$ cat config.mk
export PLATFORM = sky130hd
export DESIGN_NAME = format_string_expander_top
export DESIGN_NICKNAME = d
export VERILOG_FILES = /design/src/hw/rtl/fse_pkg.sv /design/src/hw/rtl/format_string_expander_top.sv
export SDC_FILE = /design/constraint.sdc
export NUM_CORES = 1
export LEC_CHECK = 0
export BUFFER_PORTS_ARGS = -buffer_cell sky130_fd_sc_hd__clkbuf_2
export CORE_MARGIN = 2
export CORE_UTILIZATION = 40
export CTS_BUF_LIST = sky130_fd_sc_hd__clkbuf_2
export DETAILED_ROUTE_END_ITERATION = 6
export PLACE_DENSITY = 0.69
export SLEW_MARGIN = 20
export SYNTH_ARGS = -nofsm -noshare
export SYNTH_HDL_FRONTEND = slang
export SYNTH_SLANG_ARGS = --single-unit
$ cat constraint.sdc
create_clock -name clk -period 10.01 [get_ports clk]
set_input_delay 0.5005 -clock clk [delete_from_list [all_inputs] [get_ports clk]]
set_output_delay 0.5005 -clock clk [all_outputs]
set_load 0.05 [all_outputs]
$ cat src/hw/rtl/fse_pkg.sv
// Package for the format string expander: character codes, widths and digit helper.
package fse_pkg;

  // Field widths
  localparam int CHAR_W   = 8;
  localparam int ARG_W    = 32;
  localparam int BW_W     = 16;
  localparam int COUNT_BITS_DEF = 16;

  // Digit shift register: ten BCD digits, also holds eight hex digits at the top
  localparam int DEC_DIGITS = 10;
  localparam int HEX_DIGITS = 8;
  localparam int DIG_W      = 4 * DEC_DIGITS;
  localparam int DCNT_W     = 4;

  // Character codes
  localparam logic [CHAR_W-1:0] CH_NUL     = 8'h00;
  localparam logic [CHAR_W-1:0] CH_PERCENT = 8'h25;
  localparam logic [CHAR_W-1:0] CH_MINUS   = 8'h2D;
  localparam logic [CHAR_W-1:0] CH_ZERO    = 8'h30;
  localparam logic [CHAR_W-1:0] CH_UPPER_A = 8'h41;
  localparam logic [CHAR_W-1:0] CH_SEL_C   = 8'h63;
  localparam logic [CHAR_W-1:0] CH_SEL_D   = 8'h64;
  localparam logic [CHAR_W-1:0] CH_SEL_H   = 8'h68;

  // One digit (0..15) to its ASCII character, uppercase for A..F
  function automatic logic [CHAR_W-1:0] digit_ascii(input logic [3:0] nib);
    logic [CHAR_W-1:0] ch;
    if (nib >= 4'd10) begin
      ch = CH_UPPER_A + {4'd0, nib} - 8'd10;
    end else begin
      ch = CH_ZERO + {4'd0, nib};
    end
    return ch;
  endfunction

endpackage

$ cat src/hw/rtl/format_string_expander_top.sv
// Format string expander: streams format bytes in, printf-style characters out.
//
//  Channel | Ports                                                   | Handshake
//  --------+---------------------------------------------------------+-----------
//  input   | in_fmt_char[7:0], in_arg_value[31:0]                    | in_valid/in_ready
//  result  | out_char[7:0], out_bytes_written[15:0], out_run_last,   | out_valid/out_ready
//          | out_string_end                                          |
//
// A literal, '%%', 'c' or NUL item gives one character; '%' and an unknown
// selector give none. 'h' drops leading zero nibbles, then shifts out its digits. 'd'
// runs a bit-serial double-dabble on the 32-bit magnitude, then a '-' if negative,
// skips leading zeros and shifts out one digit per cycle while the output can load.
// One item is worked on at a time; the next is taken while the last result still
// sits in the output register. Stalls on out_ready hold the working state.
// Reset (rst_n low, synchronous) clears the pending '%', the count and the control.
module format_string_expander_top
  import fse_pkg::*;
#(
  parameter int COUNT_BITS = COUNT_BITS_DEF
) (
  input  logic              clk,
  input  logic              rst_n,
  input  logic              in_valid,
  output logic              in_ready,
  input  logic [CHAR_W-1:0] in_fmt_char,
  input  logic signed [ARG_W-1:0] in_arg_value,
  output logic              out_valid,
  input  logic              out_ready,
  output logic [CHAR_W-1:0] out_char,
  output logic [BW_W-1:0]   out_bytes_written,
  output logic              out_run_last,
  output logic              out_string_end
);

  // Sequencer states
  localparam logic [2:0] S_IDLE = 3'd0;
  localparam logic [2:0] S_ONE  = 3'd1;
  localparam logic [2:0] S_DAB  = 3'd2;
  localparam logic [2:0] S_SIGN = 3'd3;
  localparam logic [2:0] S_SKIP = 3'd4;
  localparam logic [2:0] S_DIG  = 3'd5;

  localparam logic [COUNT_BITS-1:0] CNT_MAX = '1;

  logic [2:0]            state_r, state_nxt;
  logic                  pend_r, pend_nxt;
  logic [COUNT_BITS-1:0] cnt_r, cnt_nxt;
  logic [CHAR_W-1:0]     one_char_r, one_char_nxt;
  logic                  one_end_r, one_end_nxt;
  logic                  neg_r, neg_nxt;
  logic [ARG_W-1:0]      mag_r, mag_nxt;
  logic [DIG_W-1:0]      dig_r, dig_nxt;
  logic [DCNT_W-1:0]     dcnt_r, dcnt_nxt;
  logic [4:0]            bcnt_r, bcnt_nxt;

  logic                  out_valid_r, out_valid_nxt;
  logic [CHAR_W-1:0]     out_char_r, out_char_nxt;
  logic [BW_W-1:0]       out_bw_r, out_bw_nxt;
  logic                  out_last_r, out_last_nxt;
  logic                  out_end_r, out_end_nxt;

  logic                  can_load;
  logic                  accept;
  logic [COUNT_BITS-1:0] cnt_inc;
  logic [COUNT_BITS+BW_W-1:0] inc_ext;
  logic [COUNT_BITS+BW_W-1:0] cur_ext;
  logic [DIG_W-1:0]      bcd_adj;
  logic [3:0]            top_dig;
  logic [ARG_W-1:0]      arg_bits;

  assign in_ready = (state_r == S_IDLE);
  assign accept   = in_valid && in_ready;
  assign can_load = !out_valid_r || out_ready;
  assign arg_bits = in_arg_value;

  // Saturating count, and its low bits as the reported field
  assign cnt_inc = (cnt_r == CNT_MAX) ? cnt_r : cnt_r + 1'b1;
  assign inc_ext = {{BW_W{1'b0}}, cnt_inc};
  assign cur_ext = {{BW_W{1'b0}}, cnt_r};
  assign top_dig = dig_r[DIG_W-1 -: 4];

  // Double-dabble correction: add 3 to every BCD digit of 5 or more
  always_comb begin
    for (int i = 0; i < DEC_DIGITS; i++) begin
      if (dig_r[4*i +: 4] >= 4'd5) begin
        bcd_adj[4*i +: 4] = dig_r[4*i +: 4] + 4'd3;
      end else begin
        bcd_adj[4*i +: 4] = dig_r[4*i +: 4];
      end
    end
  end

  // Sequencer and output register
  always_comb begin
    state_nxt     = state_r;
    pend_nxt      = pend_r;
    cnt_nxt       = cnt_r;
    one_char_nxt  = one_char_r;
    one_end_nxt   = one_end_r;
    neg_nxt       = neg_r;
    mag_nxt       = mag_r;
    dig_nxt       = dig_r;
    dcnt_nxt      = dcnt_r;
    bcnt_nxt      = bcnt_r;
    out_valid_nxt = out_valid_r && !out_ready;
    out_char_nxt  = out_char_r;
    out_bw_nxt    = out_bw_r;
    out_last_nxt  = out_last_r;
    out_end_nxt   = out_end_r;

    case (state_r)
      S_IDLE: begin
        if (accept) begin
          one_end_nxt = 1'b0;
          if (in_fmt_char == CH_NUL) begin
            pend_nxt     = 1'b0;
            one_char_nxt = CH_NUL;
            one_end_nxt  = 1'b1;
            state_nxt    = S_ONE;
          end else if (pend_r) begin
            pend_nxt = 1'b0;
            case (in_fmt_char)
              CH_PERCENT: begin
                one_char_nxt = CH_PERCENT;
                state_nxt    = S_ONE;
              end
              CH_SEL_C: begin
                one_char_nxt = arg_bits[CHAR_W-1:0];
                state_nxt    = S_ONE;
              end
              CH_SEL_D: begin
                neg_nxt   = arg_bits[ARG_W-1];
                mag_nxt   = arg_bits[ARG_W-1] ? (~arg_bits + 1'b1) : arg_bits;
                dig_nxt   = '0;
                bcnt_nxt  = '0;
                dcnt_nxt  = DCNT_W'(DEC_DIGITS);
                state_nxt = S_DAB;
              end
              CH_SEL_H: begin
                neg_nxt   = 1'b0;
                dig_nxt   = {arg_bits, {(DIG_W-ARG_W){1'b0}}};
                dcnt_nxt  = DCNT_W'(HEX_DIGITS);
                state_nxt = S_SKIP;
              end
              default: begin
                state_nxt = S_IDLE;
              end
            endcase
          end else if (in_fmt_char == CH_PERCENT) begin
            pend_nxt = 1'b1;
          end else begin
            one_char_nxt = in_fmt_char;
            state_nxt    = S_ONE;
          end
        end
      end

      // Single-character result: literal, '%', 'c' or terminator
      S_ONE: begin
        if (can_load) begin
          out_valid_nxt = 1'b1;
          out_char_nxt  = one_char_r;
          out_last_nxt  = 1'b1;
          out_end_nxt   = one_end_r;
          if (one_end_r) begin
            out_bw_nxt = cur_ext[BW_W-1:0];
            cnt_nxt    = '0;
          end else begin
            out_bw_nxt = inc_ext[BW_W-1:0];
            cnt_nxt    = cnt_inc;
          end
          state_nxt = S_IDLE;
        end
      end

      // One magnitude bit into the BCD register per cycle
      S_DAB: begin
        dig_nxt  = {bcd_adj[DIG_W-2:0], mag_r[ARG_W-1]};
        mag_nxt  = {mag_r[ARG_W-2:0], 1'b0};
        bcnt_nxt = bcnt_r + 1'b1;
        if (bcnt_r == 5'd31) begin
          state_nxt = neg_r ? S_SIGN : S_SKIP;
        end
      end

      S_SIGN: begin
        if (can_load) begin
          out_valid_nxt = 1'b1;
          out_char_nxt  = CH_MINUS;
          out_bw_nxt    = inc_ext[BW_W-1:0];
          out_last_nxt  = 1'b0;
          out_end_nxt   = 1'b0;
          cnt_nxt       = cnt_inc;
          state_nxt     = S_SKIP;
        end
      end

      // Drop leading zero digits, keeping at least one
      S_SKIP: begin
        if (top_dig == 4'd0 && dcnt_r != 4'd1) begin
          dig_nxt  = {dig_r[DIG_W-5:0], 4'd0};
          dcnt_nxt = dcnt_r - 1'b1;
        end else begin
          state_nxt = S_DIG;
        end
      end

      // One digit out per cycle while the output register can load, most significant first
      S_DIG: begin
        if (can_load) begin
          out_valid_nxt = 1'b1;
          out_char_nxt  = digit_ascii(top_dig);
          out_bw_nxt    = inc_ext[BW_W-1:0];
          out_last_nxt  = (dcnt_r == 4'd1);
          out_end_nxt   = 1'b0;
          cnt_nxt       = cnt_inc;
          dig_nxt       = {dig_r[DIG_W-5:0], 4'd0};
          dcnt_nxt      = dcnt_r - 1'b1;
          if (dcnt_r == 4'd1) begin
            state_nxt = S_IDLE;
          end
        end
      end

      default: begin
        state_nxt = S_IDLE;
      end
    endcase
  end

  // Control registers
  always_ff @(posedge clk) begin
    if (!rst_n) begin
      state_r     <= S_IDLE;
      pend_r      <= 1'b0;
      cnt_r       <= '0;
      out_valid_r <= 1'b0;
    end else begin
      state_r     <= state_nxt;
      pend_r      <= pend_nxt;
      cnt_r       <= cnt_nxt;
      out_valid_r <= out_valid_nxt;
    end
  end

  // Datapath registers
  always_ff @(posedge clk) begin
    one_char_r <= one_char_nxt;
    one_end_r  <= one_end_nxt;
    neg_r      <= neg_nxt;
    mag_r      <= mag_nxt;
    dig_r      <= dig_nxt;
    dcnt_r     <= dcnt_nxt;
    bcnt_r     <= bcnt_nxt;
    out_char_r <= out_char_nxt;
    out_bw_r   <= out_bw_nxt;
    out_last_r <= out_last_nxt;
    out_end_r  <= out_end_nxt;
  end

  assign out_valid         = out_valid_r;
  assign out_char          = out_char_r;
  assign out_bytes_written = out_bw_r;
  assign out_run_last      = out_last_r;
  assign out_string_end    = out_end_r;

endmodule

# After elaboration in Yosys (flattened, before gate mapping)
# Index checks and enable logic that the tools add are counted.
# op_classes
addsub	17
magnitude_cmp	11
n_eq_ne	29
muxes	77
bitwise	2
n_reduce_logical	27
# ops
operator	count
2-to-1 mux 40 bit	5
2-to-1 mux 32 bit	5
one-hot mux 40 bit (4 select lines)	1
2-to-1 mux 16 bit	6
one-hot mux 40 bit (2 select lines)	1
one-hot mux 16 bit (2 select lines)	2
one-hot mux 32 bit (2 select lines)	1
2-to-1 mux 4 bit	14
2-to-1 mux 8 bit	6
greater-or-equal comparator 4 x 3 -> 1 bit (second input constant)	10
adder 4 x 2 -> 4 bit (second input constant)	9
2-to-1 mux 3 bit	12
adder 32 x 1 -> 32 bit (second input constant)	1
inverter 32 bit	1
equality test 8 x 7 -> 1 bit (second input constant)	3
one-hot mux 8 bit (3 select lines)	1
2-to-1 mux 5 bit	4
one-hot mux 3 bit (6 select lines)	1
adder 16 x 1 -> 16 bit (second input constant)	1
equality test 16 bit (second input constant)	1
inequality test 2 bit (second input constant)	8
one-hot mux 8 bit (2 select lines)	1
AND reduction 7 bit	2
one-hot mux 4 bit (3 select lines)	1
41 further kinds	66
# totals
reg_bits	138
inputBits	44
out_inout_bits	28

# Depth between registers and ports, before layout
# Gate-level depths: netlist of run 1.
# logic_depth
depth_word	8
mapped_depth	9

# Least setup slack after synthesis of run 1
# Ideal clock, no wire load.
# synth_timing
path_kind	input -> register
start	input in_fmt_char[4]
end	register dig_r[0] (enable)
setup_ps	500
arrival_time_ps	4357
required_time_ps	9510
setup_slack_ps	5153
stages	5
n_path_buf	0
path_cell_list	nor4bb_1 > nand3_1 > nor2_1 > nor2_1 > o32ai_1
# synth_between
elab_chain_cells	3
# synth_lines
element	line_no	rtl
start, declared	format_string_expander_top.sv:25	input logic [CHAR_W-1:0] in_fmt_char,
equality test 8 x 7 -> 1 bit / logical NOT 8 bit (equally long branches)	format_string_expander_top.sv:122, format_string_expander_top.sv:115	
inequality test 3 x 1 -> 1 bit (no line) / inequality test 2 bit (equally long branches)	-	
AND reduction 7 bit (no line) *	-	
end signal, assigned	format_string_expander_top.sv:252	dig_r <= dig_nxt;
end, declared	format_string_expander_top.sv:52	logic [DIG_W-1:0] dig_r, dig_nxt;
# Mark *: on every way between the ends. The rest lies on a longest branch, timed or not.
# A chain may end at the register's enable or synchronous reset.

# Worst setup path after layout of run 1
# layout_timing
start	register state_r[0]
end	register cnt_r[4]
# layout_between
elab_chain_cells	4
# layout_lines
element	line_no	rtl
start, declared	format_string_expander_top.sv:45	logic [2:0] state_r, state_nxt;
start signal, assigned	format_string_expander_top.sv:239	state_r <= state_nxt;
equality test 3 bit / equality test 3 x 2 -> 1 bit (equally long branches)	format_string_expander_top.sv:111	case (state_r)
OR reduction 2 bit (no line)	-	
inequality test 2 x 1 -> 1 bit (no line) / nonzero test 2 bit (equally long branches)	-	
AND reduction 3 bit (no line)	-	
end signal, assigned	format_string_expander_top.sv:241	cnt_r <= cnt_nxt;
end, declared	format_string_expander_top.sv:47	logic [COUNT_BITS-1:0] cnt_r, cnt_nxt;
# Several ways; a longest one is shown, not always the timed one.

==> flow_summary.yaml, run 1 <==
clocking:
  clock_sinks: 138
  cts_made_buffers: 17
  hold_buffers: 0
  htree_levels: 4
  cts.repair.resized: 0
  clockBufferDepth: 2
  cts_setup_buffers: 0
  clk_latency_ps: 770
  cts-root-buf: "clkbuf_2"
  clkTransAtPathRegs_ps: 290
  cts_tree: "yes"
logic_synthesis:
  synth_area_leaders: "edfxtp_1 (43%), dfxtp_1 (5.1%), a21oi_1 (4.6%)"
  synth.mux.area_fraction: 0.00381
  synth_edf_count: 117
  ys_types: 75
  synth_compound_area_frac: 0.204
  yosysMostFrequentCell: "edfxtp_1"
  synth-seq-area-share: 0.479
  postSynthNetCount: 914
  yosys.area.top_type: "edfxtp_1"
  syn_area_um2: 8210
  yosysTopAreaCellShare: 0.428
  async_flop_share: 0
  yosys.area_share.simple: 0.176
  yosys-top-cells-count: "edfxtp_1 (117), nand2_1 (90), a21oi_1 (76)"
  ys.flop_type: "edfxtp_1"
  synth_fa_ha_area_frac: 0.0412
  synth-xor-area-share: 0.0587
  synth_top_family_by_area: "compound AO/OA/AOI/OAI gates"
  ys_ff_latch: 138
  yosys_warnings: 0
  syn_inst: 843
  syn_avg_cell_area_um2: 9.74
floorplanning:
  initial_core_util: 0.407
  die_h_um: 147
  die-area_um2: 21700
  core-area_um2: 20200
  die_w_um: 147
  rows: 52
  ios: 72
power_and_ir_drop:
  swShare: 0.424
  power_mw: 2.18
  cellLeakagePower_nw: 3.29
  seqPwrFrac: 0.438
  p_sw_mw: 0.923
  p_int_mw: 1.26
  vdd_drop_max_mv: 0.0961
  pwr-share-comb: 0.374
  clockPowerShare: 0.188
  power_density_nw_per_um2: 239
cells_and_area:
  drive_above_1_share: 0.151
  area_delta_synth_final_pct: 11.2
  fillerInstances: 1952
  finalNetCount: 967
run_status:
  status: "finished with violations"
  failed_checks: "design-rule violations"
place:
  hpwl_mm: 13.6
  dp_slack_ps: 6620
  gp_congestion: 0.834
  port_buffers: 71
timing:
  fin_skew_ps: 44.0
  finalSetupTns_ps: 0
  setup_slack_ps: 6630
  hold_slack_ps: 101
  finalSetupViolCount: 0
  slew_viol_final: 0
  fin_crit_sh: 0.338
  tightestPinTransition_ps: 1030
  fmax_mhz: 296
  fin_crit_ps: 3380
  slew_headroom: 0.310
  rsz0062_at_grt: "no"
  finalHoldViolCount: 0
global_route:
  grt_pass1_vias: 6198
  antenna_found_initial: 1
  track_usage: 0.186
  grt_max_degree: 59
  grt_first_pass_wirelength_mm: 32.4
  overflow: 0
worst_setup_path:
  end_kind: "flop"
  crit_fanout: 28
  crit_arrival_ps: 4110
  startpoint_type: "flop"
  critPathKind: "reg -> reg"
  crit_required_ps: 10730
route:
  via_per_inst: 5.66
  postRouteAntennaNets: 0
  drc: 2
  dr.pass1.iters: 7
  wl_per_cell_um: 16.8
  wl_mm: 19.9
  drt_iter0_drc: 558
  vias: 6677
job:
  cap_violations: 0
hold_path:
  hold_path.class: "in -> reg"
[cell families after synthesis]
| kind of cell | count (synthesis) |
|---|---|
| simple gates | 281 |
| compound gates | 260 |
| flops | 138 |
| buf+inv | 79 |
| xor+xnor | 55 |
| fa+ha+maj | 27 |
| mux | 3 |
[worst paths after layout]
check                   start        end  slack, ps  cells past startpoint
max                state_r[0]   cnt_r[4]       6630                      6
min          in_arg_value[16]  dig_r[24]        100                      3
max reg2reg        state_r[0]   cnt_r[4]       6630                      6
min reg2reg          cnt_r[1]   cnt_r[1]        530                      2
[critical path, stage by stage, from the launching register on]
cell      delay (ps)
dfxtp_1          720
a21boi_1         440
nand2_1          440
inv_1            860
o211ai_1         350
or3_1            390
a31oi_1          160
[stage by stage]
stage | cell area [µm²] | cells | utilization
3_5_place_dp | 8810 | 1147 | 0.437
6_report | 9130 | 1180 | 0.453
4_1_cts | 9130 | 1179 | 0.452
3_3_place_gp | 8810 | 1147 | 0.437
2_1_floorplan | 8210 | 843 | -
5_1_grt | 9130 | 1180 | 0.453
[final cells by class]
class	count	area, µm²	area share
repair buffers	78	408	0.0447
well taps	270	338	0.0370
multi-input cells	626	4000	0.439
inverters	35	131	0.0144
clock buffers	17	85.1	0.00932
flip-flops and latches	138	3930	0.431
diodes	1	2.50	0.000274
clock inverters	15	225	0.0247
[registers in the layout, indices dropped and copies added, names as in the netlist, 3 cells and up]
signal and flops:
bcnt_r 5, cnt_r 16, dcnt_r 4, dig_r 40
mag_r 32, one_char_r 8, out_bytes_written 16, out_char 8
state_r 3
[power by group through the flow]
stage	Sequential [mW]	Combinational (mW)	Clock (mW)
floorplan	1.03	0.523	0
global placement	0.963	0.798	0
detailed placement	0.966	0.816	0
CTS	0.953	0.819	0.418
global route	0.974	0.905	0.443
finish	0.954	0.815	0.409
[routing by layer]
metal,GRT usage,part of all wire,vias to the layer above
met1,0.259,0.47,3183
met2,0.293,0.46,219
met4,0.0524,0.014,0
met3,0.0416,0.062,20
li1,-,-,3255
met5,0,0,-
[layout by cell type (no fill, tap or decap), drive strengths merged, types with 13 or more instances in the layout]
cell type and instances:
nor3b 13, o31ai 16, inv 44, o21ai 66, clkbuf 88, a21oi 77, ha 27, xnor2 21
edfxtp 117, nand2b 14, dfxtp 21, nand3 18, nand2 90, a22oi 17, nor3 19, xor2 34
nor2 68
No activity file was read; power rests on OpenSTA's default activity.
==> run 2, diff against run 1 <==
Settings changed: PLACE_DENSITY 0.69 to 0.71.
Clock period 10.01 ns to 2.9 ns, I/O delays scaled along.
==> run 2 against run 1 <==
Net effect: sequential power grew to 3.4 times the previous value; hold slack better by 200 ps; via count is 3.1% higher; design area is 5.6% higher; critical endpoint is now in_ready; combinational power grew to 3.7 times the previous value; register-to-register slack worse by 6300 ps; the flow now finishes without violations; clock skew is 6.2 ps lower; final cell count is 5.2% higher; critical path depth is 2 lower; power grew to 3.4 times the previous value; critical path type is now reg -> out.
==> flow_summary.yaml, run 2 (same netlist as run 1, synthesis figures left out) <==
power_and_ir_drop:
  p_sw_mw: 3.15
  cellLeakagePower_nw: 3.51
  power_density_nw_per_um2: 766
  seqPwrFrac: 0.442
  p_int_mw: 4.23
  swShare: 0.427
  vdd_drop_max_mv: 0.382
  clockPowerShare: 0.153
  pwr-share-comb: 0.405
cells_and_area:
  top_regs: "dig_r: 40 flops, mag_r: 32 flops"
  largest_reg_flops: 40
  drive_above_1_share: 0.151
  area_delta_synth_final_pct: 17.4
  finalNetCount: 1026
  layout_common_cells: "edfxtp_1 (117), nand2_1 (90), clkbuf_2 (88)"
  regMostFlops: "dig_r"
  final_common_cell: "edfxtp_1"
timing:
  setup_slack_ps: 343
  fin_crit_ps: 2560
  slew_viol_final: 0
  tightestPinTransition_ps: 717
  finalHoldViolCount: 0
  rsz0062_at_grt: "no"
  slew_headroom: 0.522
  finalSetupTns_ps: 0
  fin_crit_sh: 0.882
  fin_skew_ps: 37.8
  finalSetupViolCount: 0
  fmax_mhz: 391
floorplanning:
  rows: 52
  die-area_um2: 21700
  ios: 72
  die_h_um: 147
  initial_core_util: 0.407
  die_w_um: 147
  core-area_um2: 20200
worst_setup_path:
  crit_fanout: 18
  end_kind: "primary output"
  crit_arrival_ps: 2410
  crit_required_ps: 2760
  startpoint_type: "flop"
  critPathKind: "reg -> out"
job:
  cap_violations: 0
route:
  wl_mm: 20.5
  via_per_inst: 5.55
  dr.pass1.iters: 5
  wl_per_cell_um: 16.6
  postRouteAntennaNets: 0
  vias: 6882
  drc: 0
  drt_iter0_drc: 725
global_route:
  grt_max_degree: 52
  overflow: 0
  antenna_found_initial: 3
  grt_first_pass_wirelength_mm: 33.4
  track_usage: 0.192
  grt_pass1_vias: 6594
place:
  dp_slack_ps: 417
  hpwl_mm: 13.8
  gp_congestion: 0.847
  port_buffers: 71
clocking:
  cts-root-buf: "clkbuf_2"
  clk_latency_ps: 740
  clockBufferDepth: 2
  cts_tree: "yes"
  clkTransAtPathRegs_ps: 220
  htree_levels: 4
  cts_made_buffers: 17
  cts.repair.resized: 0
  clock_sinks: 138
hold_path:
  hold_path.class: "in -> reg"
run_status:
  status: "completed"
-- run 2: changes by cell type in the layout (fill, tap and decap cells not counted) --
cell | previous run | this run
inv_4 | 0 | 3
inv_6 | 3 | 4
bufinv_16 | 3 | 1
inv_8 | 6 | 1
clkinv_2 | 0 | 2
buf_4 | 7 | 14
clkinvlp_4 | 0 | 1
clkinv_8 | 2 | 0
buf_12 | 0 | 2
clkinv_4 | 1 | 3
dlygate4sd3_1 | 0 | 50
diode_2 | 1 | 3
-- run 2: path summary, 6_finish.rpt --
path / slack [ps] / from / depth (start not counted) / to
max: 340 / state_r[2] / 4 / in_ready
min: 300 / in_arg_value[31] / 2 / neg_r
max reg2reg: 360 / dig_r[37] / 6 / dcnt_r[3]
min reg2reg: 550 / cnt_r[1] / 2 / cnt_r[1]
-- run 2: final cells by class --
class | count | area (µm²)
inverters | 35 | 131
multi-input cells | 626 | 4000
flip-flops and latches | 138 | 3930
clock buffers | 17 | 85.1
repair buffers | 137 | 1000
clock inverters | 15 | 139
well taps | 270 | 338
fillers | 1885 | 10500
diodes | 3 | 7.51
-- run 2: timing repair --
item | CTS | global route
buffers inserted | 0 | 0
hold buffers | 50 | 0
endpoints found under the hold margin | 94 | 0
setup endpoints to repair | 0 | 0
-- run 2: layer usage --
layer | part of all wire | up-vias | global-route usage
li1 | - | 3369 | -
met4 | 0.015 | 0 | 0.0601
met1 | 0.45 | 3259 | 0.257
met3 | 0.064 | 25 | 0.0422
met2 | 0.47 | 229 | 0.313
met5 | 0 | - | 0
-- run 2: power groups by stage --
stage	Sequential, mW	Clock [mW]	Combinational (mW)
6_report	3.26	1.13	2.99
5_1_grt	3.33	1.25	3.30
4_1_cts	3.26	1.16	2.97
3_5_place_dp	3.31	0	2.91
3_3_place_gp	3.30	0	2.86
2_1_floorplan	3.55	0	1.83
-- run 2: through the flow --
| stage | std cells | util | cell area [µm²] | power [mW] | hold WS, ps |
|---|---|---|---|---|---|
| 6_report | 1241 | 0.478 | 9640 | 7.38 | 298 |
| 4_1_cts | 1238 | 0.478 | 9630 | 7.40 | 214 |
| 3_5_place_dp | 1156 | 0.442 | 8910 | 6.22 | 486 |
| 2_1_floorplan | 843 | - | 8230 | 5.38 | 303 |
| 3_3_place_gp | 1156 | 0.442 | 8910 | 6.16 | 487 |
| 5_1_grt | 1240 | 0.478 | 9640 | 7.88 | 281 |
-- run 2: worst max-delay path, stage by stage (launching register included) --
cell and delay, ps:
dfxtp_1 810, inv_1 310, nand3_1 220, inv_1 100
clkbuf_2 260
==> run 3, diff against run 2 <==
Settings changed: PLACE_DENSITY 0.71 to 0.69.
Clock period 2.9 ns to 3.2 ns, I/O delays scaled along.
==> run 3 against run 2 <==
Net effect: setup slack gained 210 ps; global-route usage grew 0.67 points; register-to-register slack better by 310 ps; critical path type is now in -> reg; critical endpoint is now mag_r[22]; largest cell class unchanged; highest routed layer unchanged.
==> flow_summary.yaml, run 3 (same netlist as run 1, synthesis figures left out) <==
run_status:
  status: "completed"
timing:
  fin_crit_ps: 2650
  rsz0062_at_grt: "no"
  slew_viol_final: 0
  fin_skew_ps: 45.9
  slew_headroom: 0.530
  finalSetupViolCount: 0
  fin_crit_sh: 0.827
  fmax_mhz: 378
  hold_slack_ps: 251
  tightestPinTransition_ps: 705
  finalHoldViolCount: 0
  finalSetupTns_ps: 0
clocking:
  cts_tree: "yes"
  clkTransAtPathRegs_ps: 240
  cts_made_buffers: 17
  clk_latency_ps: 770
  clockBufferDepth: 2
  clock_sinks: 138
  cts.repair.resized: 0
  htree_levels: 4
  cts-root-buf: "clkbuf_2"
floorplanning:
  initial_core_util: 0.407
  rows: 52
  die_h_um: 147
  ios: 72
  core-area_um2: 20200
  die_w_um: 147
  die-area_um2: 21700
power_and_ir_drop:
  power_density_nw_per_um2: 694
  power_mw: 6.68
  vdd_drop_max_mv: 0.379
  cellLeakagePower_nw: 3.50
worst_setup_path:
  crit_arrival_ps: 3180
  critPathKind: "in -> reg"
  startpoint_type: "input port"
  crit_required_ps: 3740
  crit_fanout: 8
  end_kind: "flop"
cells_and_area:
  regMostFlops: "dig_r"
  top_regs: "dig_r: 40 flops, mag_r: 32 flops"
  finalNetCount: 1025
  drive_above_1_share: 0.147
  area_delta_synth_final_pct: 17.3
  postLayoutCoreUtil: 0.477
  final_common_cell: "edfxtp_1"
  largest_reg_flops: 40
  layout_common_cells: "edfxtp_1 (117), nand2_1 (90), clkbuf_2 (88)"
global_route:
  grt_first_pass_wirelength_mm: 34.3
  overflow: 0
  grt_pass1_vias: 6429
  grt_max_degree: 55
  antenna_found_initial: 1
  track_usage: 0.199
route:
  wl_mm: 21.1
  vias: 6980
  via_per_inst: 5.62
  postRouteAntennaNets: 0
  wl_per_cell_um: 17.0
  dr.pass1.iters: 5
  drt_iter0_drc: 531
  drc: 0
hold_path:
  hold_path.class: "in -> reg"
job:
  cap_violations: 0
place:
  hpwl_mm: 14.2
  gp_congestion: 0.836
  port_buffers: 71
==> run 3: cell count changes in the layout (fill, tap and decap cells not counted), sizes merged <==
cell         previous run  this run
buf                    16        14
clkinv                  5         7
clkinvlp                1         0
diode                   3         4
dlygate4sd3            50        51
inv                    43        42
==> run 3: where the power goes <==
| part | internal (mW) | switching [mW] |
|---|---|---|
| logic | 0.884 | 1.78 |
| registers | 2.63 | 0.356 |
| clock network | 0.300 | 0.728 |
==> run 3: final timing paths <==
| path | startpoint | end | slack, ps | cells after the start |
|---|---|---|---|---|
| hold reg to reg | mag_r[3] | mag_r[4] | 560 | 2 |
| hold / removal | in_arg_value[31] | neg_r | 250 | 2 |
| setup reg to reg | dig_r[37] | dcnt_r[1] | 670 | 6 |
| setup / recovery | in_arg_value[0] | mag_r[22] | 550 | 10 |
==> run 3: layer usage <==
layer,up-vias,global-route usage,share of wire
met3,19,0.0379,0.072
met1,3312,0.282,0.45
met2,275,0.312,0.46
met4,0,0.0553,0.012
met5,-,0,0
li1,3374,-,-
==> run 3: metrics by stage <==
| step | std cells | setup WS [ps] | instance area, µm² |
|---|---|---|---|
| finish | 1241 | 554 | 9630 |
| global route | 1241 | 346 | 9630 |
| CTS | 1237 | 592 | 9620 |
| detailed placement | 1154 | 727 | 8880 |
| global placement | 1154 | 769 | 8880 |
| floorplan | 843 | 133 | 8220 |
==> run 3: what timing repair did <==
item,4_1_cts,5_1_grt
buffers inserted,0,0
hold buffers,51,0
endpoints found under the hold margin,90,0
==> run 3: critical path, cell delays in order <==
cell and delay (ps):
dlygate4sd3_1 530, clkbuf_2 140, inv_1 100, ha_1 170
nor3b_1 440, nand4_1 430, o41ai_2 370, dlygate4sd3_1 610
xor2_1 160, o21ai_1 70
==> run 3: layout make-up <==
cell class	instances	area, µm²
clock buffer	17	85.1
sequential	138	3930
timing repair buffer	136	983
tap	270	338
fill	1895	10500
antenna	4	10.0
clock inverter	15	140
multi-input combinational	626	4000
inverter	35	131
